**src/hw/rtl/rrsp_pkg.sv**
```systemverilog
`timescale 1ns / 1ps
`default_nettype none

package rrsp_pkg;

  typedef enum logic [2:0] {
    CMD_TICK      = 3'd0,
    CMD_CLEAR     = 3'd1,
    CMD_ADD       = 3'd2,
    CMD_NEXT_GOOD = 3'd3,
    CMD_MARK_BAD  = 3'd4,
    CMD_MARK_GOOD = 3'd5,
    CMD_RESET_Q   = 3'd6
  } cmd_e;

  typedef enum logic [2:0] {
    ST_OK        = 3'd0,
    ST_ALL_BAD   = 3'd1,
    ST_EMPTY     = 3'd2,
    ST_FULL      = 3'd3,
    ST_NOT_FOUND = 3'd4
  } status_e;

  localparam int unsigned KeyW   = 32;
  localparam int unsigned TicksW = 32;
  localparam int unsigned CountW = 5;

  typedef struct packed {
    logic [2:0]      command;
    logic [KeyW-1:0] server_key;
  } in_beat_t;

  typedef struct packed {
    status_e           status;
    logic [KeyW-1:0]   picked_key;
    logic              picked_valid;
    logic [CountW-1:0] entry_count;
  } out_beat_t;

endpackage

`default_nettype wire

```
**src/hw/rtl/rrsp_ram.sv**
```systemverilog
`timescale 1ns / 1ps
`default_nettype none

module rrsp_ram #(
  parameter int unsigned Width = 32,
  parameter int unsigned Depth = 16,
  localparam int unsigned AddrW = (Depth > 1) ? $clog2(Depth) : 1
) (
  input  wire logic             clk_i,
  input  wire logic             we_i,
  input  wire logic [AddrW-1:0] waddr_i,
  input  wire logic [Width-1:0] wdata_i,
  input  wire logic             re_i,
  input  wire logic [AddrW-1:0] raddr_i,
  output logic      [Width-1:0] rdata_o
);

  logic [Width-1:0] mem_q [Depth];
  logic [Width-1:0] rdata_q;

  always_ff @(posedge clk_i) begin
    if (we_i) begin
      mem_q[waddr_i] <= wdata_i;
    end
    if (re_i) begin
      rdata_q <= mem_q[raddr_i];
    end
  end

  assign rdata_o = rdata_q;

endmodule

`default_nettype wire

```
**src/hw/rtl/round_robin_server_picker_unit.sv**
```systemverilog
`timescale 1ns / 1ps
`default_nettype none
// Round-robin server picker with timed quarantine.
// Commands arrive as beats on the in channel (in_valid_i, in_stall_o, in_data_i) and each
// command produces exactly one result beat on the out channel (out_valid_o, out_stall_i,
// out_data_o). A beat moves at a rising edge where valid is high and stall is low.
// Clear, add, the quarantine reset, unassigned codes and a pick on an empty table pass
// through the S_IMM state to the result register. Tick, mark bad, mark good and pick walk
// the table one entry per cycle through the key and countdown memories, whose read port
// is registered, so each entry is checked when its read data returns.
// One command is worked on at a time; the next is accepted in the cycle after the previous
// result sits in the output register, even if the receiver has not yet taken it.
// If the receiver stalls while a result is still held, the walk freezes on its last step
// until the output register frees up.
// Reset empties the table, zeroes the rotating pointer, marks all entries good and loads
// bad_memory_ticks with 300. No clearing pass is needed: valid bits stand for zero
// countdowns. bad_memory_ticks is written through the APB port at address 0.
// An entry is bad exactly while its countdown is nonzero, so only the countdown is stored.

module round_robin_server_picker_unit #(
  parameter int unsigned MAX_SERVERS = 16
) (
  input  wire logic               clk_i,
  input  wire logic               rst_ni,
  input  wire logic               in_valid_i,
  output logic                    in_stall_o,
  input  wire rrsp_pkg::in_beat_t in_data_i,
  output logic                    out_valid_o,
  input  wire logic               out_stall_i,
  output rrsp_pkg::out_beat_t     out_data_o,
  input  wire logic               psel,
  input  wire logic               penable,
  input  wire logic               pwrite,
  input  wire logic [0:0]         paddr,
  input  wire logic [31:0]        pwdata,
  output logic      [31:0]        prdata,
  output logic                    pready
);
  import rrsp_pkg::*;

  localparam int unsigned AW = (MAX_SERVERS > 1) ? $clog2(MAX_SERVERS) : 1;
  localparam int unsigned CW = $clog2(MAX_SERVERS + 1);

  localparam logic [1:0] S_IDLE = 2'd0;
  localparam logic [1:0] S_IMM  = 2'd1;
  localparam logic [1:0] S_SCAN = 2'd2;

  logic [1:0]             state_q, state_d;
  logic [2:0]             cmd_q, cmd_d;
  logic [KeyW-1:0]        key_q, key_d;
  logic [CW-1:0]          count_q, count_d;
  logic [AW-1:0]          ptr_q, ptr_d;
  logic [AW-1:0]          addr_q, addr_d;
  logic [AW-1:0]          paddr_q, paddr_d;
  logic [CW-1:0]          cnt_q, cnt_d;
  logic                   pend_q, pend_d;
  logic [MAX_SERVERS-1:0] qv_q, qv_d;
  logic [TicksW-1:0]      ticks_q;
  out_beat_t              out_q, out_d;
  logic                   out_valid_q, out_valid_d;

  logic              key_we, q_we, rd_en;
  logic [AW-1:0]     key_waddr, q_waddr, raddr;
  logic [TicksW-1:0] q_wdata;
  logic [KeyW-1:0]   key_rdata;
  logic [TicksW-1:0] q_rdata, qval;
  logic              fin_ok, hit, done;

  rrsp_ram #(.Width(KeyW), .Depth(MAX_SERVERS)) u_key_ram (
    .clk_i   (clk_i),
    .we_i    (key_we),
    .waddr_i (key_waddr),
    .wdata_i (key_q),
    .re_i    (rd_en),
    .raddr_i (raddr),
    .rdata_o (key_rdata)
  );

  rrsp_ram #(.Width(TicksW), .Depth(MAX_SERVERS)) u_quar_ram (
    .clk_i   (clk_i),
    .we_i    (q_we),
    .waddr_i (q_waddr),
    .wdata_i (q_wdata),
    .re_i    (rd_en),
    .raddr_i (raddr),
    .rdata_o (q_rdata)
  );

  // Configuration port: one register, always ready.
  assign pready = 1'b1;
  assign prdata = (paddr == 1'b0) ? ticks_q : 32'd0;

  always_ff @(posedge clk_i or negedge rst_ni) begin
    if (!rst_ni) begin
      ticks_q <= 32'd300;
    end else if (psel && penable && pwrite && (paddr == 1'b0)) begin
      ticks_q <= pwdata;
    end
  end

  // Next address in round-robin order within the filled part of the table.
  function automatic logic [AW-1:0] wrap_next(input logic [AW-1:0] a, input logic [CW-1:0] n);
    logic [CW-1:0] s;
    s = CW'(a) + CW'(1);
    return (s == n) ? '0 : AW'(s);
  endfunction

  // An entry whose valid bit is clear has a zero countdown.
  assign qval   = qv_q[paddr_q] ? q_rdata : '0;
  assign fin_ok = !out_valid_q || !out_stall_i;

  always_comb begin
    hit = 1'b0;
    if (pend_q) begin
      if (cmd_q == CMD_NEXT_GOOD) begin
        hit = (qval == '0);
      end else if (cmd_q == CMD_MARK_BAD || cmd_q == CMD_MARK_GOOD) begin
        hit = (key_rdata == key_q);
      end
    end
    done = hit || (cnt_q == count_q);
  end

  always_comb begin
    state_d     = state_q;
    cmd_d       = cmd_q;
    key_d       = key_q;
    count_d     = count_q;
    ptr_d       = ptr_q;
    addr_d      = addr_q;
    paddr_d     = paddr_q;
    cnt_d       = cnt_q;
    pend_d      = pend_q;
    qv_d        = qv_q;
    out_d       = out_q;
    out_valid_d = out_valid_q && out_stall_i;
    key_we      = 1'b0;
    key_waddr   = count_q[AW-1:0];
    q_we        = 1'b0;
    q_waddr     = paddr_q;
    q_wdata     = '0;
    rd_en       = 1'b0;
    raddr       = addr_q;

    unique case (state_q)
      S_IDLE: begin
        if (in_valid_i) begin
          cmd_d  = in_data_i.command;
          key_d  = in_data_i.server_key;
          addr_d = '0;
          cnt_d  = '0;
          pend_d = 1'b0;
          if (in_data_i.command == CMD_TICK || in_data_i.command == CMD_MARK_BAD ||
              in_data_i.command == CMD_MARK_GOOD) begin
            state_d = S_SCAN;
          end else if (in_data_i.command == CMD_NEXT_GOOD && count_q != '0) begin
            addr_d  = ptr_q;
            state_d = S_SCAN;
          end else begin
            state_d = S_IMM;
          end
        end
      end

      S_IMM: begin
        if (fin_ok) begin
          out_d.status       = ST_OK;
          out_d.picked_key   = '0;
          out_d.picked_valid = 1'b0;
          unique case (cmd_q)
            CMD_CLEAR: begin
              count_d = '0;
              ptr_d   = '0;
            end
            CMD_ADD: begin
              if (count_q == CW'(MAX_SERVERS)) begin
                out_d.status = ST_FULL;
              end else begin
                key_we                  = 1'b1;
                qv_d[count_q[AW-1:0]]   = 1'b0;
                count_d                 = count_q + CW'(1);
              end
            end
            CMD_NEXT_GOOD: out_d.status = ST_EMPTY;
            CMD_RESET_Q:   qv_d = '0;
            default: ;
          endcase
          out_d.entry_count = CountW'(count_d);
          out_valid_d       = 1'b1;
          state_d           = S_IDLE;
        end
      end

      S_SCAN: begin
        if (done) begin
          if (fin_ok) begin
            out_d.status       = ST_OK;
            out_d.picked_key   = '0;
            out_d.picked_valid = 1'b0;
            out_d.entry_count  = CountW'(count_q);
            unique case (cmd_q)
              CMD_TICK: begin
                if (pend_q && qval != '0) begin
                  q_we          = 1'b1;
                  q_wdata       = qval - TicksW'(1);
                  qv_d[paddr_q] = 1'b1;
                end
              end
              CMD_NEXT_GOOD: begin
                if (hit) begin
                  ptr_d              = wrap_next(paddr_q, count_q);
                  out_d.picked_key   = key_rdata;
                  out_d.picked_valid = 1'b1;
                end else begin
                  out_d.status = ST_ALL_BAD;
                end
              end
              CMD_MARK_BAD: begin
                if (hit) begin
                  q_we          = 1'b1;
                  q_wdata       = ticks_q;
                  qv_d[paddr_q] = 1'b1;
                end else begin
                  out_d.status = ST_NOT_FOUND;
                end
              end
              CMD_MARK_GOOD: begin
                if (hit) begin
                  qv_d[paddr_q] = 1'b0;
                end else begin
                  out_d.status = ST_NOT_FOUND;
                end
              end
              default: ;
            endcase
            out_valid_d = 1'b1;
            state_d     = S_IDLE;
          end
        end else begin
          // Tick writes back the decremented countdown of the entry read last cycle.
          if (cmd_q == CMD_TICK && pend_q && qval != '0) begin
            q_we          = 1'b1;
            q_wdata       = qval - TicksW'(1);
            qv_d[paddr_q] = 1'b1;
          end
          rd_en   = 1'b1;
          paddr_d = addr_q;
          addr_d  = wrap_next(addr_q, count_q);
          cnt_d   = cnt_q + CW'(1);
          pend_d  = 1'b1;
        end
      end

      default: state_d = S_IDLE;
    endcase
  end

  always_ff @(posedge clk_i or negedge rst_ni) begin
    if (!rst_ni) begin
      state_q     <= S_IDLE;
      count_q     <= '0;
      ptr_q       <= '0;
      cnt_q       <= '0;
      pend_q      <= 1'b0;
      qv_q        <= '0;
      out_valid_q <= 1'b0;
    end else begin
      state_q     <= state_d;
      count_q     <= count_d;
      ptr_q       <= ptr_d;
      cnt_q       <= cnt_d;
      pend_q      <= pend_d;
      qv_q        <= qv_d;
      out_valid_q <= out_valid_d;
    end
  end

  always_ff @(posedge clk_i) begin
    cmd_q   <= cmd_d;
    key_q   <= key_d;
    addr_q  <= addr_d;
    paddr_q <= paddr_d;
    out_q   <= out_d;
  end

  assign in_stall_o  = (state_q != S_IDLE);
  assign out_valid_o = out_valid_q;
  assign out_data_o  = out_q;

endmodule

`default_nettype wire

```
**config.mk**
```make
export PLATFORM = sky130hd
export DESIGN_NAME = round_robin_server_picker_unit
export DESIGN_NICKNAME = d
export VERILOG_FILES = /design/src/hw/rtl/rrsp_pkg.sv /design/src/hw/rtl/rrsp_ram.sv /design/src/hw/rtl/round_robin_server_picker_unit.sv
export SDC_FILE = /design/constraint.sdc
export NUM_CORES = 1
export LEC_CHECK = 0
export BUFFER_PORTS_ARGS = -buffer_cell sky130_fd_sc_hd__buf_2
export CORE_UTILIZATION = 54
export DETAILED_ROUTE_END_ITERATION = 6
export PLACE_DENSITY_LB_ADDON = 0.25
export SLEW_MARGIN = 20
export SYNTH_ARGS = -nofsm -noshare
export SYNTH_HDL_FRONTEND = slang
export SYNTH_SLANG_ARGS = --single-unit
```
**constraint.sdc**
```tcl
create_clock -name clk_i -period 6.8 [get_ports clk_i]
set_input_delay 0 -clock clk_i [delete_from_list [all_inputs] [get_ports clk_i]]
set_output_delay 0 -clock clk_i [all_outputs]
set_load 0.01 [all_outputs]
```
==> Yosys cells after proc, flatten, opt, wreduce, memory -nomap -nowiden <==
Memory sizes are Yosys's and may differ from the RTL's. A register that Yosys moved wholly into a read port is not among the register bits.
Cells that the tools add are included.
{ "word_totals": {"register_bits": 150, "input_bits": 75, "latchBits": 0, "ram_bits": 1024, "word_cells": 189, "mem_count": 2, "romBits": 0, "output_inout_bits": 76} }
{ "op_classes": {"n_mux": 88, "mul": 0, "bitwise_logic": 7, "add_sub_neg": 5, "shift": 0, "n_lt_le_gt_ge": 4, "n_div": 0, "eq_ne": 32, "n_reduce_logical": 35} }
{ "mem_list": {"columns": ["name", "words", "word_bits", "rd", "rd_ports_with_merged_regs", "wr", "line_no", "source"], "rows": [
  ["u_key_ram.mem_q", 16, 32, 1, 1, 1, "rrsp_ram.sv:18", "logic [Width-1:0] mem_q [Depth];"],
  ["u_quar_ram.mem_q", 16, 32, 1, 1, 1, "rrsp_ram.sv:18", null]
]} }
{ "ops": {"columns": ["op", "count"], "rows": [
  ["32-bit two-way mux", 8],
  ["16-bit two-way mux", 8],
  ["41-bit two-way mux", 3],
  ["41-bit case mux with 2 select lines", 1],
  ["33-bit two-way mux", 2],
  ["16-bit case mux with 2 select lines", 2],
  ["32-bit case mux with 2 select lines", 1],
  ["4-bit two-way mux", 12],
  ["16-bit case mux with 3 select lines", 1],
  ["16-bit AND", 2],
  ["32-bit equality test", 1],
  ["32-bit zero test", 1],
  ["16-bit NOT", 2],
  ["32-bit nonzero test", 1],
  ["32-bit by 1-bit subtractor with 32-bit output, second input constant", 1],
  ["1-bit two-way mux", 27],
  ["5-bit case mux with 2 select lines", 2],
  ["16-bit OR", 1],
  ["4-bit case mux with 2 select lines", 2],
  ["3-bit equality test, second input constant", 5],
  ["5-bit equality test", 3],
  ["5-bit two-way mux", 3],
  ["2-bit != test, second input constant", 7],
  ["2-bit two-way mux", 6],
  ["other kinds (35)", 69]
]} }

==> Logic depth before layout (Yosys ltp) <==
Gate-level depths: netlist (run 1).
{ "logic_depth": {"depth_word": 13, "depth_mapped": 17, "depth_no_buf": 11} }

==> Modules after synthesis <==
From an unflattened synthesis (run 1), not the netlist that was laid out.
{ "unflattened": {"hier_cells": 2538, "area_unflattened_um2": 49088.3} }
{ "modules_own_cells": {"columns": ["module", "cells_each", "instances", "area_per_inst_um2", "seq_area_each_um2"], "rows": [
  ["rrsp_ram at u_key_ram", 838, 1, 20174.3, 16335.7],
  ["rrsp_ram at u_quar_ram", 838, 1, 20155.6, 16335.7],
  ["round_robin_server_picker_unit", 862, 1, 8758.4, 4179.0]
]} }

==> Least setup slack after synthesis (run 1) <==
No wires, ideal clock.
{ "synth_path": {"path_type": "reg-to-reg", "start": "register paddr_q[1]", "end": "register out_q, in the netlist out_data_o[0] (enable)", "setup_time_ns": 0.440, "arrival_ns": 5.010, "synth_period_minus_slack_ns": 5.450, "setup_slack_ns": 1.350, "required_time_ns": 6.360, "path_buffers": 6, "path_stages_with_launch": 18, "cell_sequence": "edfxtp_1 -> buf_2 -> mux4_2 -> mux4_2 -> buf_4 -> clkbuf_1 -> buf_1 -> nand2_1 -> ha_1 -> nand2_1 -> nor3_1 -> nand2_2 -> o211a_2 -> buf_6 -> clkbuf_1 -> nor2_1 -> nor2_1 -> nor2_1"} }
{ "synth_between": {"elab_chain_cells": 9} }
{ "synth_lines": {"columns": ["item", "line_no", "source"], "rows": [
  ["start, declared", "round_robin_server_picker_unit.sv:54", "logic [AW-1:0] paddr_q, paddr_d;"],
  ["start signal, assigned", "round_robin_server_picker_unit.sv:282", "paddr_q <= paddr_d;"],
  ["1-bit binary-select mux with 4-bit select", "round_robin_server_picker_unit.sv:109", "assign qval = qv_q[paddr_q] ? q_rdata : '0;"],
  ["1-bit two-way mux (implied by the code)", "round_robin_server_picker_unit.sv:109", null],
  ["32-bit two-way mux", "round_robin_server_picker_unit.sv:109", null],
  ["32-bit zero test", "round_robin_server_picker_unit.sv:116", "hit = (qval == '0);"],
  ["1-bit two-way mux", "round_robin_server_picker_unit.sv:115", "if (cmd_q == CMD_NEXT_GOOD) begin"],
  ["1-bit two-way mux", "round_robin_server_picker_unit.sv:114", "if (pend_q) begin"],
  ["1-bit logical OR", "round_robin_server_picker_unit.sv:121", "done = hit || (cnt_q == count_q);"],
  ["2-bit != test (no source line)", null, null],
  ["4-bit AND reduction (no source line)", null, null],
  ["end signal, assigned", "round_robin_server_picker_unit.sv:283", "out_q <= out_d;"],
  ["end, declared", "round_robin_server_picker_unit.sv:59", "out_beat_t out_q, out_d;"]
]} }
No other way between the ends. The select of a mux whose other input is x is not followed.
A chain may end at the register's enable or synchronous reset.

==> Final worst setup path (run 1) <==
{ "layout_path": {"start": "register paddr_q[2]", "end": "memory u_quar_ram.mem_q[11][18], data pin"} }
{ "layout_between": {"elab_chain_cells": 11, "word_cells_on_any_way": 18, "cone_classes": "1 x add/sub; 12 x mux; 5 x reduce/logical"} }
{ "layout_lines": {"columns": ["item", "line_no", "source"], "rows": [
  ["1-bit binary-select mux with 4-bit select (*)", "round_robin_server_picker_unit.sv:109", null],
  ["1-bit two-way mux (implied by the code) (*)", "round_robin_server_picker_unit.sv:109", null],
  ["32-bit two-way mux (*)", "round_robin_server_picker_unit.sv:109", null],
  ["branches (longest 6 deep; another with 32-bit by 1-bit subtractor with 32-bit output)", null, null],
  ["32-bit two-way mux (*)", "round_robin_server_picker_unit.sv:195", "if (done) begin"],
  ["32-bit two-way mux (*)", "round_robin_server_picker_unit.sv:145", "unique case (state_q)"],
  ["named net q_wdata[18]", "round_robin_server_picker_unit.sv:64", "logic [TicksW-1:0] q_wdata;"],
  ["end, declared", "rrsp_ram.sv:18", null]
]} }
Mark *: on every way through the listed nets, which the timed path passes. The select of a mux whose other input is x is not followed.

==> metrics.cfg, run 1 <==
[global_route]
number_of_antenna_violations_at_the_first_check_in_global_routing=0
grt_pass1_vias=25700
grt_pass1_wl_um=169600
grt.overflow.total=0
grt_max_degree=169
grt.total_usage_pct=25.63

[setup_path]
maximum_net_fanout_on_the_critical_path=37
worst-setup-path-type=reg -> reg
cp.required_ps=7220
timing.critical_path.slowest_stage_cell=sky130_fd_sc_hd__o211a_1
cpPeakStageDelay_ps=1050
worstRegToRegCells=10
critPathArrivalTime_ps=5700
cp-end-kind=register
path_cells=mux4_2 > mux4_2 > nand2_1 > ha_1 > nand2_1 > nor3_1 > nand2_2 > o211a_2 > o211a_1 > a32o_1
crit_path_start_kind=register

[power]
leakagePower_uw=0.01932
ir_worst_vdd_mv=0.5172
p_per_area_mw_per_mm2=359.5

[timing]
worst_clock_skew_ps=33.23
min_period_over_period_pct=77.63
worst_slack_ps=1521
maxSlewHeadroom_pct=21.93
worstMarginPinSlew_ps=1171
achievable-frequency_mhz=189.4
final-max-slew-violation-count=0
fin_tns_setup_ps=0
grt_setup_unrepaired=no
final-setup-viol-count=0
min_period_ps=5279
finalHoldViolations=0

[clock_tree]
clk_latency_ps=710
clock_tree.root_cell=sky130_fd_sc_hd__clkbuf_16
tritoncts=built
postCtsSetupBuffers=0
clock_transition_at_the_register_clock_pins_on_the_worst_setup_and_hold_paths_after_cts_ps=60
clkSinkCount=1238
clock_tree.buffer_depth=3
cts_htree_levels=3
cts_buf_count=118

[route]
drt_first_iter_violations=3154
route.detailed.drc=0
wire_per_inst_um=29.16
detailroute.via_count=25180
drt.antenna.violating_nets=0
drt-vias-per-instance=6.370
drt-pass1-iter-count=6
route.final.wire_length_um=115300

[layout]
final.fill_count=6092
multi_input_area_mm2=0.01191
final_layout_size_suffix_gt1_share_pct=28.17
nets=2768
area_delta_synth_final_pct=14.55
seqCellArea_mm2=0.03685
final_cell_count_no_fill=3953
stdcell_area_mm2=0.05623
final_cell_mix=sky130_fd_sc_hd__edfxtp_1, sky130_fd_sc_hd__mux4_2, sky130_fd_sc_hd__buf_2, sky130_fd_sc_hd__clkbuf_16, sky130_fd_sc_hd__nand2_1
layout.cells.most_common=sky130_fd_sc_hd__edfxtp_1

[logic_synthesis]
proportion_of_netlist_area_held_by_the_largest_area_contributor_pct=71.69
synth_top_cells_by_area=sky130_fd_sc_hd__edfxtp_1, sky130_fd_sc_hd__mux4_2, sky130_fd_sc_hd__dfrtp_1
syn_inst=2388
yosysSeqAreaShare_pct=75.07
area_of_the_mapped_netlist_mm2=0.04909
synth-main-ff-cell=sky130_fd_sc_hd__edfxtp_1
postSynthAreaPerCell_um2=20.56
mappedNetlistNets=2478
fraction_of_registers_with_async_set_or_reset_after_synthesis_pct=5.331
synth_enable_flop_cells=1172
synth.distinct_cells=70
yosys_synthesis_warning_count=0
synth-seq-cells=1238
largest_area_contributor_in_the_synthesized_netlist=sky130_fd_sc_hd__edfxtp_1

[place]
post_dp_cell_area_mm2=0.05156
routabilityCongestion=0.8592
dp.cells=3641
place.detailed.hpwl_um=62930
place.port_buffers=149
pre_cts_slack_ps=1490

[die]
ioPinCount=151
dieArea_mm2=0.09212
die-width_um=303.5
fp-row-count=110
start_util_pct=54.54
die_height_um=303.5
design.core.area_mm2=0.09001

[status]
run_status=finished, final reports clean

[hold_path]
hold_path_class=in -> reg
worst_hold_path.num_cells=2

[job]
number_of_violations_of_the_max_capacitance_limit=0

==> cells in the mapped netlist (24+ instances only) <==
cell	number
sky130_fd_sc_hd__a21oi_1	24
sky130_fd_sc_hd__and2_1	38
sky130_fd_sc_hd__buf_1	30
sky130_fd_sc_hd__clkbuf_1	89
sky130_fd_sc_hd__dfrtp_1	62
sky130_fd_sc_hd__edfxtp_1	1172
sky130_fd_sc_hd__mux2_2	32
sky130_fd_sc_hd__mux4_2	325
sky130_fd_sc_hd__nand2_1	103
sky130_fd_sc_hd__nor2_1	93
sky130_fd_sc_hd__nor2b_1	39
sky130_fd_sc_hd__nor3_1	25
sky130_fd_sc_hd__o21ai_0	49
sky130_fd_sc_hd__xor2_1	46
==> metrics by stage <==
stage                     hold WS (ps)  util (%)  power (uW)
after global placement           172.8     57.26       13940
final                            40.57     62.47       20220
after floorplan                 -295.6         -       12610
after CTS                       0.2460     62.45       20340
after detailed placement         178.1     57.29       14040
after global routing             18.79     62.47       20950
==> registers in the layout (all words and copies together), names as in the netlist, named ones only <==
name,flops
cnt_q,5
u_key_ram.rdata_o,32
pend_q,1
out_data_o,41
ptr_q,4
ticks_q,32
u_quar_ram.mem_q,512
count_q,5
key_q,32
out_valid_o,1
paddr_q,4
u_key_ram.mem_q,512
u_quar_ram.rdata_o,32
state_q,2
addr_q,4
cmd_q,3
==> where the power goes <==
part           switching, uW  internal, uW
Clock                   2780          3520
Combinational           2500          1880
Sequential               521          9020
Total                   5800         14400
==> path summary, 6_finish.rpt <==
| path | startpoint | to | slack, ps |
|---|---|---|---|
| max reg2reg | paddr_q[2]$_DFFE_PP_ | u_quar_ram.mem_q[11][18]$_DFFE_PP_ | 1520 |
| max | paddr_q[2]$_DFFE_PP_ | u_quar_ram.mem_q[11][18]$_DFFE_PP_ | 1520 |
| min | in_data_i[20] | key_q[20]$_DFFE_PP_ | 40 |
| min reg2reg | ptr_q[0]$_DFFE_PN0P_ | ptr_q[0]$_DFFE_PN0P_ | 520 |
| min in group asynchronous | rst_ni | async pin | 410 |
| max in group asynchronous | rst_ni | ptr_q[0]$_DFFE_PN0P_ | 5810 |
==> per-layer routing <==
| metal | vias up | track usage [%] | share of wire, % |
|---|---|---|---|
| met5 | - | 0 | 0 |
| met4 | 0 | 6.571 | 2.0 |
| met3 | 169 | 5.055 | 8.9 |
| met2 | 1294 | 40.03 | 48 |
| met1 | 13280 | 37.59 | 41 |
| li1 | 10440 | - | - |
==> layout make-up <==
class                   instances  area share, %
flip-flops and latches       1238          65.53
multi-input cells            1002          21.17
clock buffers                 153          5.558
repair buffers                301          3.934
well taps                    1176          2.617
clock inverters                65          1.066
inverters                      17         0.1135
diodes                          1       0.004450
==> cell families after synthesis <==
family / count (synthesis) / share of synthesized area, %
compound gates: 174 / 2.523
flops: 1238 / 75.07
buf+inv: 148 / 1.190
other cells: 1 / 0.007639
xor+xnor: 65 / 1.160
mux: 365 / 15.81
fa+ha+maj: 15 / 0.3823
simple gates: 382 / 3.856
==> critical path, delay by kind of cell, from the launching register on <==
kind	cells	cell delay, ps
mux	2	1110
flops	1	730
simple gates	4	430
compound gates	3	2410
fa+ha+maj	1	280
==> what timing repair did <==
| item | CTS | global route |
|---|---|---|
| resized for setup | 0 | 0 |
| hold endpoints to repair | 143 | 1 |
| setup endpoints to repair | 0 | 0 |
| hold buffers | 91 | 1 |
No activity file was read; power rests on OpenSTA's default activity.
==> run 2: changes to the inputs <==
- ABC_AREA: default -> 1
- clock period: 6.8 -> 4.7 ns (I/O delays scaled with it)
==> metrics.cfg, run 2 <==
[status]
run_status=finished, final reports clean

[timing]
worstMarginPinSlew_ps=1110
final-max-slew-violation-count=0
grt_setup_unrepaired=no
worst_slack_ps=242.9
finalHoldViolations=0
worst_clock_skew_ps=34.65
achievable-frequency_mhz=224.4
min_period_ps=4457
fin_tns_setup_ps=0
final-setup-viol-count=0
maxSlewHeadroom_pct=25.98
min_period_over_period_pct=94.83

[global_route]
number_of_antenna_violations_at_the_first_check_in_global_routing=1
met2_usage_pct=44.18
grt_use_met1_pct=38.57
grt_most_used_layer=met2
grt.overflow.total=0
grt_max_degree=149
grt_pass1_vias=32910
grt_pass1_wl_um=202000
grt.total_usage_pct=27.39
met3_usage_pct=4.156

[route]
detailroute.via_count=34220
drt-vias-per-instance=5.836
drt.antenna.violating_nets=0
route.detailed.drc=0
wire_per_inst_um=23.03
drt-pass1-iter-count=6
route.final.wire_length_um=135000
drt_first_iter_violations=3858

[logic_synthesis]
synth_top_cells_by_area=sky130_fd_sc_hd__edfxtp_1, sky130_fd_sc_hd__mux2i_1, sky130_fd_sc_hd__o211ai_1
syn_inst=4173
synth_common_cells=sky130_fd_sc_hd__edfxtp_1, sky130_fd_sc_hd__inv_1, sky130_fd_sc_hd__nand2_1
proportion_of_netlist_area_held_by_the_largest_area_contributor_pct=67.10
yosysSeqAreaShare_pct=70.26
synth_adder_area_share_pct=0.3579
synth_compound_area_share_pct=11.28
synth_top_family_by_area=compound AO/OA/AOI/OAI gates
synth-seq-cells=1238
synth.distinct_cells=49
postSynthAreaPerCell_um2=12.57
yosys_synthesis_warning_count=0
mappedNetlistNets=4263
area_of_the_mapped_netlist_mm2=0.05245
synth_enable_flop_cells=1172
yosys-mux-area-fraction_pct=4.886
largest_area_contributor_in_the_synthesized_netlist=sky130_fd_sc_hd__edfxtp_1
synth.most_common_cell=sky130_fd_sc_hd__edfxtp_1
synth-main-ff-cell=sky130_fd_sc_hd__edfxtp_1
fraction_of_registers_with_async_set_or_reset_after_synthesis_pct=5.331
synth_xor_area_share_pct=0.9519
synthSimpleGateAreaFrac_pct=6.933

[setup_path]
worst-setup-path-type=reg -> reg
path_cells=inv_2 > nand2_1 > nand3_1 > nand2_1 > nand2_1 > nand2_1 > nor2_2 > nor2_1 > inv_1 > ha_1 > inv_1 > nor2_1 > nand2_1 > nor2_2 > nand2_1 > nand2_2 > nand3_4 > nor2_8 > o211ai_4 > buf_12 > nor2_4 > buf_4
worstRegToRegCells=22
crit_buf_inv=5
crit_path_start_kind=register
critPathArrivalTime_ps=4840
cp-end-kind=register
crit_path_start=paddr_q[0]$_DFFE_PP_
cp.required_ps=5090
path_common_cell=sky130_fd_sc_hd__nand2_1
rr_endpoint=u_quar_ram.mem_q[1][8]$_DFFE_PP_
timing.reg2reg.setup_slack_ps=240
timing.critical_path.slowest_stage_cell=sky130_fd_sc_hd__nor2_4
cpPeakStageDelay_ps=560
maximum_net_fanout_on_the_critical_path=17
path_delay_family=simple AND/OR/NAND/NOR gates
critical_path_depth=22
worstReg2RegStart=paddr_q[0]$_DFFE_PP_

[power]
p_per_area_mw_per_mm2=560.4
leakagePower_uw=0.02257
ir_worst_vdd_mv=0.4772

[hold_path]
hold_path_end=key_q[26]$_DFFE_PP_
hold_path_class=in -> reg
min_delay_src=in_data_i[26]
worst_hold_path.num_cells=2

[die]
design.core.area_mm2=0.09558
die-width_um=313.6
die_height_um=313.6
fp-row-count=113
dieArea_mm2=0.09837
ioPinCount=151
start_util_pct=54.87

[place]
place.port_buffers=149
routabilityCongestion=0.9493
pre_cts_slack_ps=347.6
place.detailed.hpwl_um=74070

[clock_tree]
tritoncts=built
cts_buf_count=131
clkSinkCount=1238
cts_htree_levels=4
clock_transition_at_the_register_clock_pins_on_the_worst_setup_and_hold_paths_after_cts_ps=60
ctsResizeCount=0
clk_latency_ps=730
clock_tree.root_cell=sky130_fd_sc_hd__clkbuf_16
clock_tree.buffer_depth=3

[layout]
final_cell_mix=sky130_fd_sc_hd__edfxtp_1, sky130_fd_sc_hd__inv_1, sky130_fd_sc_hd__nand2_1, sky130_fd_sc_hd__o21ai_0, sky130_fd_sc_hd__a21oi_1
layout.cells.most_common=sky130_fd_sc_hd__edfxtp_1
n_antenna_cell=0
area_delta_synth_final_pct=16.07
final_layout_size_suffix_gt1_share_pct=11.61
nets=4580

[job]
number_of_violations_of_the_max_capacitance_limit=0

[run 2: how the worst max path moves through the flow]
stage                                               to
floorplan                      out_data_o[0]$_DFFE_PP_
global placement    u_quar_ram.mem_q[15][10]$_DFFE_PP_
detailed placement   u_quar_ram.mem_q[15][6]$_DFFE_PP_
CTS                  u_quar_ram.mem_q[15][4]$_DFFE_PP_
global route          u_quar_ram.mem_q[1][8]$_DFFE_PP_
finish                u_quar_ram.mem_q[1][8]$_DFFE_PP_
[run 2: report_power, final]
group          internal (uW)  switching (uW)  leakage, uW  total, uW
Clock                   5680            4210      0.00201       9890
Sequential             13100             604       0.0115      13800
Combinational           3380            7090      0.00902      10500
Total                  22200           11900       0.0226      34100
[run 2: worst register-to-register path, delay by kind of cell (launching register included)]
family	cells	cell delay [ps]
compound gates	1	170
fa+ha+maj	1	150
buf+inv	5	1020
flops	1	400
simple gates	15	2370
[run 2: timing repair]
action / CTS / global route
setup endpoints to repair: 0 / 1
hold buffers: 164 / 0
endpoints found under the hold margin: 157 / 0
buffers inserted: 0 / 6
[run 2: per-stage QoR]
stage | area, um^2 | hold WS, ps | utilization, % | cells | total power (uW)
global route | 60880 | 52.03 | 63.69 | 5863 | 35690
detailed placement | 55020 | 178.1 | 57.57 | 5452 | 24160
CTS | 60810 | 12.11 | 63.63 | 5857 | 34120
floorplan | 52450 | -295.6 | - | 4173 | 20930
global placement | 55020 | 176.9 | 57.57 | 5452 | 24000
finish | 60880 | 44.24 | 63.69 | 5863 | 34110
[run 2: metal layers]
layer / share of wire (%) / vias to the layer above / wire (um)
met5: 0 / - / 0
met4: 2.6 / 0 / 3548
met3: 7.7 / 226 / 10370
met2: 48 / 1473 / 64570
met1: 42 / 16920 / 56530
li1: - / 15600 / -
[run 2: cell type report]
class / instances / area (um^2)
Clock buffer: 173 / 3625
Clock inverter: 68 / 511.7
Fill cell: 7105 / 34700
Inverter: 474 / 1798
Multi-Input combinational cell: 2222 / 13100
Sequential cell: 1238 / 36850
Tap cell: 1265 / 1583
Timing Repair Buffer: 423 / 3413
[run 2: cell families (layout without fill, tap and decap cells)]
kind of cell	count (synthesis)	in the layout
DFF	1238	1238
AOI/OAI and AO/OA	1029	1029
and+or+nand+nor	864	864
buffers and inverters	713	1138
muxes	256	256
xor gates and xnor gates	57	57
adders and majority gates	15	15
other	1	1
